$ cat src/rtl/deq_pkg.sv
`timescale 1ns / 1ps
// ----------------------------------------------------------------------------
// deq_pkg
// Shared request/result types, operation and status codes, and the command
// group that the controller sends to the datapath.
// ----------------------------------------------------------------------------
package deq_pkg;

  // Operation codes
  localparam logic [2:0] FUNC_PUSH_FRONT  = 3'd0;
  localparam logic [2:0] FUNC_PUSH_BACK   = 3'd1;
  localparam logic [2:0] FUNC_POP_FRONT   = 3'd2;
  localparam logic [2:0] FUNC_POP_BACK    = 3'd3;
  localparam logic [2:0] FUNC_WRITE_FRONT = 3'd4;
  localparam logic [2:0] FUNC_WRITE_BACK  = 3'd5;

  // Status codes
  localparam logic [1:0] STATUS_DONE  = 2'd0;
  localparam logic [1:0] STATUS_EMPTY = 2'd1;
  localparam logic [1:0] STATUS_FULL  = 2'd2;

  typedef struct packed {
    logic [2:0]         func;
    logic signed [31:0] value;
  } req_t;

  typedef struct packed {
    logic [1:0]         status;
    logic signed [31:0] popped_value;
    logic [8:0]         count_after;
    logic signed [31:0] front_value;
    logic signed [31:0] back_value;
  } rsp_t;

  // Controller to datapath commands
  typedef struct packed {
    logic load;       // latch the incoming request
    logic pop_read;   // read the entry that a pop removes
    logic exec;       // update store, front position and count
    logic capture;    // form the result register
  } cmd_t;

endpackage

$ cat src/rtl/deq_ctrl.sv
`timescale 1ns / 1ps
// ----------------------------------------------------------------------------
// deq_ctrl
// Sequencer for one request: pop read, execute, end-word read, capture,
// then present the result until it is taken.
// ----------------------------------------------------------------------------
module deq_ctrl (
  input  logic           clk,
  input  logic           rst,
  input  logic           req_valid,
  output logic           req_stall,
  output logic           rsp_valid,
  input  logic           rsp_stall,
  output deq_pkg::cmd_t  cmd
);

  typedef enum logic [2:0] {
    S_IDLE,
    S_POP_RD,
    S_EXEC,
    S_VIEW_RD,
    S_CAPTURE,
    S_SEND
  } state_t;

  state_t state;
  logic   accept;

  assign accept = req_valid && !req_stall;

  // Advance the sequence; hold the result until the receiver takes it
  always_ff @(posedge clk) begin
    if (rst) begin
      state     <= S_IDLE;
      req_stall <= 1'b0;
      rsp_valid <= 1'b0;
    end else begin
      unique case (state)
        S_IDLE: begin
          if (accept) begin
            state     <= S_POP_RD;
            req_stall <= 1'b1;
          end
        end
        S_POP_RD:  state <= S_EXEC;
        S_EXEC:    state <= S_VIEW_RD;
        S_VIEW_RD: state <= S_CAPTURE;
        S_CAPTURE: begin
          state     <= S_SEND;
          rsp_valid <= 1'b1;
        end
        S_SEND: begin
          if (!rsp_stall) begin
            state     <= S_IDLE;
            rsp_valid <= 1'b0;
            req_stall <= 1'b0;
          end
        end
        default: state <= S_IDLE;
      endcase
    end
  end

  // Decode commands for the datapath
  always_comb begin
    cmd.load     = accept;
    cmd.pop_read = (state == S_POP_RD);
    cmd.exec     = (state == S_EXEC);
    cmd.capture  = (state == S_CAPTURE);
  end

`ifndef SYNTHESIS
  a_no_accept_while_result: assert property (@(posedge clk) disable iff (rst)
    rsp_valid |-> req_stall)
    else $error("request channel open while a result is pending");

  a_stall_after_accept: assert property (@(posedge clk) disable iff (rst)
    accept |=> (req_stall && state == S_POP_RD))
    else $error("accepted request did not start the sequence");

  a_capture_shows_result: assert property (@(posedge clk) disable iff (rst)
    state == S_CAPTURE |=> rsp_valid)
    else $error("captured result not presented");

  a_idle_quiet: assert property (@(posedge clk) disable iff (rst)
    state == S_IDLE |-> (!rsp_valid && !req_stall))
    else $error("idle with a pending result or closed request channel");
`endif

endmodule

$ cat config.mk
export PLATFORM = sky130hd
export DESIGN_NAME = deq_ctrl
export DESIGN_NICKNAME = d
export VERILOG_FILES = /design/src/rtl/deq_pkg.sv /design/src/rtl/deq_ctrl.sv
export SDC_FILE = /design/constraint.sdc
export NUM_CORES = 1
export LEC_CHECK = 0
export ABC_AREA = 1
export BUFFER_PORTS_ARGS = -buffer_cell sky130_fd_sc_hd__buf_2
export CORE_AREA = 4 4 41 43
export DETAILED_ROUTE_END_ITERATION = 16
export DIE_AREA = 0 0 45 47
export PLACE_DENSITY = 0.46
export SYNTH_ARGS = -nofsm -noshare
export SYNTH_HDL_FRONTEND = slang
export SYNTH_SLANG_ARGS = --single-unit
$ cat constraint.sdc
create_clock -name clk -period 1.25 [get_ports clk]
set_input_delay 0.375 -clock clk [delete_from_list [all_inputs] [get_ports clk]]
set_output_delay 0.375 -clock clk [all_outputs]
set_load 0.02 [all_outputs]
==> results of run 1 <==
worst min-delay path by stage:
| stage | endpoint | slack, ns | cells past startpoint |
|---|---|---|---|
| finish | state[2] | 0.35 | 2 |
| CTS | state[1] | 0.35 | 2 |
| global route | state[2] | 0.37 | 2 |
| floorplan | req_stall | 0.44 | 1 |
| global placement | rsp_valid | 0.45 | 2 |
| detailed placement | rsp_valid | 0.45 | 2 |
layout by cell type (no fill, tap or decap):
cell type and n:
clkbuf_4 3, inv_2 1, nand3_1 2, buf_6 4, nand2_1 5, a21oi_1 3
inv_4 1, o21ai_1 2, dfxtp_1 2, buf_4 5, buf_2 5, inv_1 4
dfxtp_4 3, nand4_1 1, nor2_2 1, nor2_1 6, clkbuf_1 1, nor3_1 1
nor3_4 2
through the flow:
step	utilization (%)	power, mW
after floorplan	-	0.319
after global placement	25.2	0.375
after detailed placement	25.2	0.374
after CTS	28.1	0.576
after global routing	31.9	0.657
final	31.9	0.613
per-layer routing:
metal	wire (um)	vias up	GRT usage (%)
li1	-	146	-
met1	252	116	7.31
met2	297	4	7.63
met3	28	0	2.30
met4	0	0	7.02
met5	0	-	0
state kept, by name, indices dropped and copies added, names as in the netlist:
name / count
req_stall: 1
state: 3
rsp_valid: 1
cell type report:
type / count / share of cell area, %
tap: 15 / 4.52
timing repair buffer: 14 / 25.9
inverter: 6 / 6.02
clock buffer: 4 / 6.33
sequential: 5 / 26.8
multi-input combinational: 23 / 30.4
power breakdown:
| group | total (mW) | internal, mW | switching (mW) |
|---|---|---|---|
| clock | 0.182 | 0.120 | 0.0614 |
| sequential | 0.216 | 0.186 | 0.0299 |
| combinational | 0.215 | 0.101 | 0.113 |
kinds of logic after synthesis:
family	Yosys count	synth area share, %
buffers and inverters	8	16.3
DFF	5	39.6
and+or+nand+nor	18	34.2
AOI/OAI and AO/OA	5	9.90
cell usage after synthesis (all sizes together):
library cell and instances:
o21ai 2, nor2 7, nand2 5, nor3 3, nand4 1, inv 6, buf 2, a21oi 3
dfxtp 5, nand3 2
repair_timing:
action | 4_1_cts | 5_1_grt
setup endpoints to repair | 3 | 4
cloned | 0 | 0
setup buffers | 0 | 1
pin swaps | 0 | 1
resized for setup | 7 | 13
worst register-to-register path: cells and delay by family (launching register included):
family / cells / cell delay [ns]
AND/OR/NAND/NOR: 3 / 0.39
AO/OA/AOI/OAI: 1 / 0.09
flip-flops: 1 / 0.37
buffers and inverters: 1 / 0.14
==> run metrics, run 1 <==
clk slew on worst S/H paths roughly 0.040 ns; CTS max path bufs 2; DP Cell Count 62; Port Buffers 9; total wire length about 580 um; DR DRC count 0; crit end category output pin; Crit path largest cell delay ~0.37 ns; die height between 40 and 50 um; Worst Tran Pin Value 0.257 ns; library cells used by synthesis 12; Synth area leader dfxtp_1; via density per instance between 3 and 4; initial antenna violation count 0; Layout Cells excl Fill 67; kind of critical path reg2out; die width 45 um; Worst Setup Start Kind flip-flop; total core area 0.00130 mm2; Site Rows 13; Gate Count Post-Synth 36; final instance area slightly above 400 um2; CTS tree done; # diodes 0; cell area after synthesis between 200 and 300 um2; failing checks setup timing; worst slack, placed slightly above 0.06 ns; IO Pins 10; largest net degree at the start of global routing 7; CP bufs+invs 1; layout net count 57; final hold violation count 0; Slew Viols, Final 0; Syn Nets 40; total die area about 0.0021 mm2; reg2reg end state[0]; worst-case hold slack ~0.35 ns; run status finished, violations left; Hold Buf Count CTS 0; area grow syn2layout 64.4%; R2R Setup Slk ~0.15 ns; htree depth 1; CP endpoint cmd[1]; routed length per instance 8.63 um; CTS Root Cell clkbuf_4; post-synthesis sequential element count 5; critical path's top delay family flip-flops; layout cells sized above 1 approximately half; Max Clk Rate about 750 MHz; Worst Setup SP state[2]; relative slew slack ~83%; DR vias ~270; # setup viols final 3; Ys Warns 0; Starting Density between 10% and 20%; Hold WC Path Type in2reg; vias in the first global route roughly 230; number of max-cap violations 0; pwr/cell area 1480 mW/mm2; post-synthesis sequential area ratio 39.6%; Leak Pwr around 0.20 nW; later-pin clock latency in the skew report around 0.24 ns; post-detail-place hpwl approximately 450 um; Tcrit/Tclk final 107%; Starting DRT DRC Count 3; Area contributors post-synth dfxtp_1 40%, nor2_1 10%, inv_1 8.9%; Reg-to-Reg Start state[2]; RSZ-0062 raised after global routing true; first-pass GRT wire length ~870 um; Worst EP required 0.88 ns; Max rail drop VDD 0.000368 V; slowest CP cell dfxtp_4; register area 111 um2; FF-to-FF path depth 5; HP Start rst; crit-path max FO 6; top cell type's share of synthesized area 39.6%; worst path arrival time between 0.9 and 1 ns; Critical Path Stages 2; Setup TNS -0.245 ns; remaining antenna violation count 0; skew final between 0.003 and 0.004 ns; multi-input logic area around 130 um2; Placed Area 328 um2; gp weighted congestion 0.758; grt total ovfl 0; drt first pass iters 4; layout filler cell count about 150; crit-path cells nor3_4 > buf_6; GR Util All Layers under 10%; CTS buffer count 3; Clock Sinks 5; Mean Syn Cell Area roughly 7 um2; setup ws final -0.0859 ns; Final min period approximately 1.3 ns
No activity file was read; power rests on OpenSTA's default activity.
==> inputs of run 2 (changes only) <==
CELL_PAD_IN_SITES_DETAIL_PLACEMENT = 1   (was unset)
CELL_PAD_IN_SITES_GLOBAL_PLACEMENT = 2   (was unset)
PLACE_DENSITY = 0.71   (was 0.46)
==> run 2 against run 1 <==
Compared with the run above:
- the flow still finishes with violations (setup timing)
- clock power up 6%
- register-to-register slack better by 0.09 ns
- first-iteration DRC count grew 33%
- clock-buffer cell count did not move
- utilization up 1.4 points
==> run metrics, run 2 (synthesized netlist as in run 1, its figures left out) <==
run status finished, violations left; failing checks setup timing; post-detail-place hpwl 523 um; FF-to-FF path depth 5; DR vias between 200 and 300; Crit path largest cell delay 0.38 ns; Clock Power Share a little under a third; first-pass GRT wire length roughly 1200 um; P_int about 0.41 mW; register area 113 um2; slowest CP cell dfxtp_4; setup ws final -0.0968 ns; layout filler cell count 161; Layout Cells excl Fill between 60 and 70; IO Pins 10; CTS tree done; # setup viols final 3; critical path's top delay family flip-flops; R2R Setup Slk roughly 0.24 ns; total wire length 712 um; initial antenna violation count 0; Tcrit/Tclk final 108%; multi-input logic area roughly 140 um2; CTS buffer count 3; area grow syn2layout 71.8%; total power 0.642 mW; kind of critical path reg2out; Starting Density between 15 and 20%; Reg-to-Reg Start state[0]; clk slew on worst S/H paths around 0.050 ns; Placed Area 320 um2; DP Cell Count 61; Site Rows 13; die height 47 um; htree depth 1; reg2reg end state[0]; Starting DRT DRC Count 4; Worst Setup Start Kind flip-flop; largest net degree at the start of global routing 8; final hold violation count 0; switching part of the total power 35.4%; vias in the first global route 298; CP endpoint cmd[1]; layout cells sized above 1 between 50% and 60%; Clock Sinks 5; Worst Setup SP state[2]; drt first pass iters 2; Setup TNS -0.249 ns; Hold WC Path Type in2reg; remaining antenna violation count 0; Top reg by flops state; later-pin clock latency in the skew report approximately 0.25 ns; crit end category output pin; sw power 0.228 mW; relative slew slack about 84%; Max Clk Rate about 740 MHz; Critical Path Stages 2; logic gate share of total power 34.9%; Max rail drop VDD 0.000559 V; Seq pwr share 35.1%; final instance area roughly 430 um2; worst-case hold slack between 0.3 and 0.4 ns; pwr/cell area roughly 1500 mW/mm2; # diodes 0; GR Util All Layers under 10%; die width 45 um; commonest non-fill, non-tap cells in the layout 6 x nor2_1, 5 x nand2_1, 5 x buf_2, 5 x buf_4, 4 x buf_6; Worst EP required between 0.8 and 0.9 ns; biggest regs state (3), req_stall (1), rsp_valid (1); Worst Tran Pin Value 0.241 ns; Port Buffers 9; routed length per instance around 11 um; gp weighted congestion about 0.65; total core area between 0.001 and 0.0015 mm2; layout net count 57; DR DRC count 0; skew final around 0.0082 ns; number of max-cap violations 0; CTS max path bufs 2; crit-path max FO 7; via density per instance roughly 4.3; CTS Root Cell clkbuf_4; worst path arrival time roughly 0.97 ns; commonest non-fill, non-tap cell in the layout nor2_1; Slew Viols, Final 0; CP bufs+invs 1; Final min period ~1.3 ns; crit-path cells nor3_4 > buf_6; Leak Pwr a little under 0.2 nW; grt total ovfl 0; RSZ-0062 raised after global routing true; total die area 0.00212 mm2; max reg flops 3
-- run 2: final cells by class --
cell class	instances	area share (%)
clock buffers	4	6.05
inverters	6	6.92
multi-input cells	23	32.0
flip-flops and latches	5	25.9
well taps	15	4.32
repair buffers	14	24.8
-- run 2: power groups by stage --
stage               combinational, mW  sequential (mW)  clock, mW
global placement                0.165            0.207          0
floorplan                       0.105            0.214          0
finish                          0.224            0.225      0.193
global route                    0.250            0.231      0.214
CTS                             0.193            0.216      0.205
detailed placement              0.168            0.207          0
-- run 2: through the flow --
stage / util, % / setup WS, ns
floorplan: - / 0.0789
global placement: 24.6 / 0.00835
detailed placement: 24.6 / 0.0161
CTS: 29.6 / -0.125
global route: 33.4 / -0.147
finish: 33.4 / -0.0968
-- run 2: timing repair --
action	4_1_cts	5_1_grt
setup buffers	0	2
hold endpoints to repair	0	0
hold buffers	0	0
pin swaps	0	2
setup endpoints to repair	4	4
resized for setup	16	10
-- run 2: worst min path at each step --
stage	startpoint	end	slack [ns]	cells after the start
2_1_floorplan	rst	req_stall	0.44	1
3_3_place_gp	rsp_valid	rsp_valid	0.46	2
3_5_place_dp	rsp_valid	rsp_valid	0.46	2
4_1_cts	rst	state[0]	0.34	2
5_1_grt	rst	req_stall	0.36	2
6_report	rst	state[0]	0.35	2
-- run 2: routing by layer --
layer	vias to the layer above	global-route usage, %	routed length, um
li1	144	-	-
met1	129	9.57	302
met2	9	11.9	335
met3	4	3.45	49
met4	0	8.77	25
met5	-	0	0
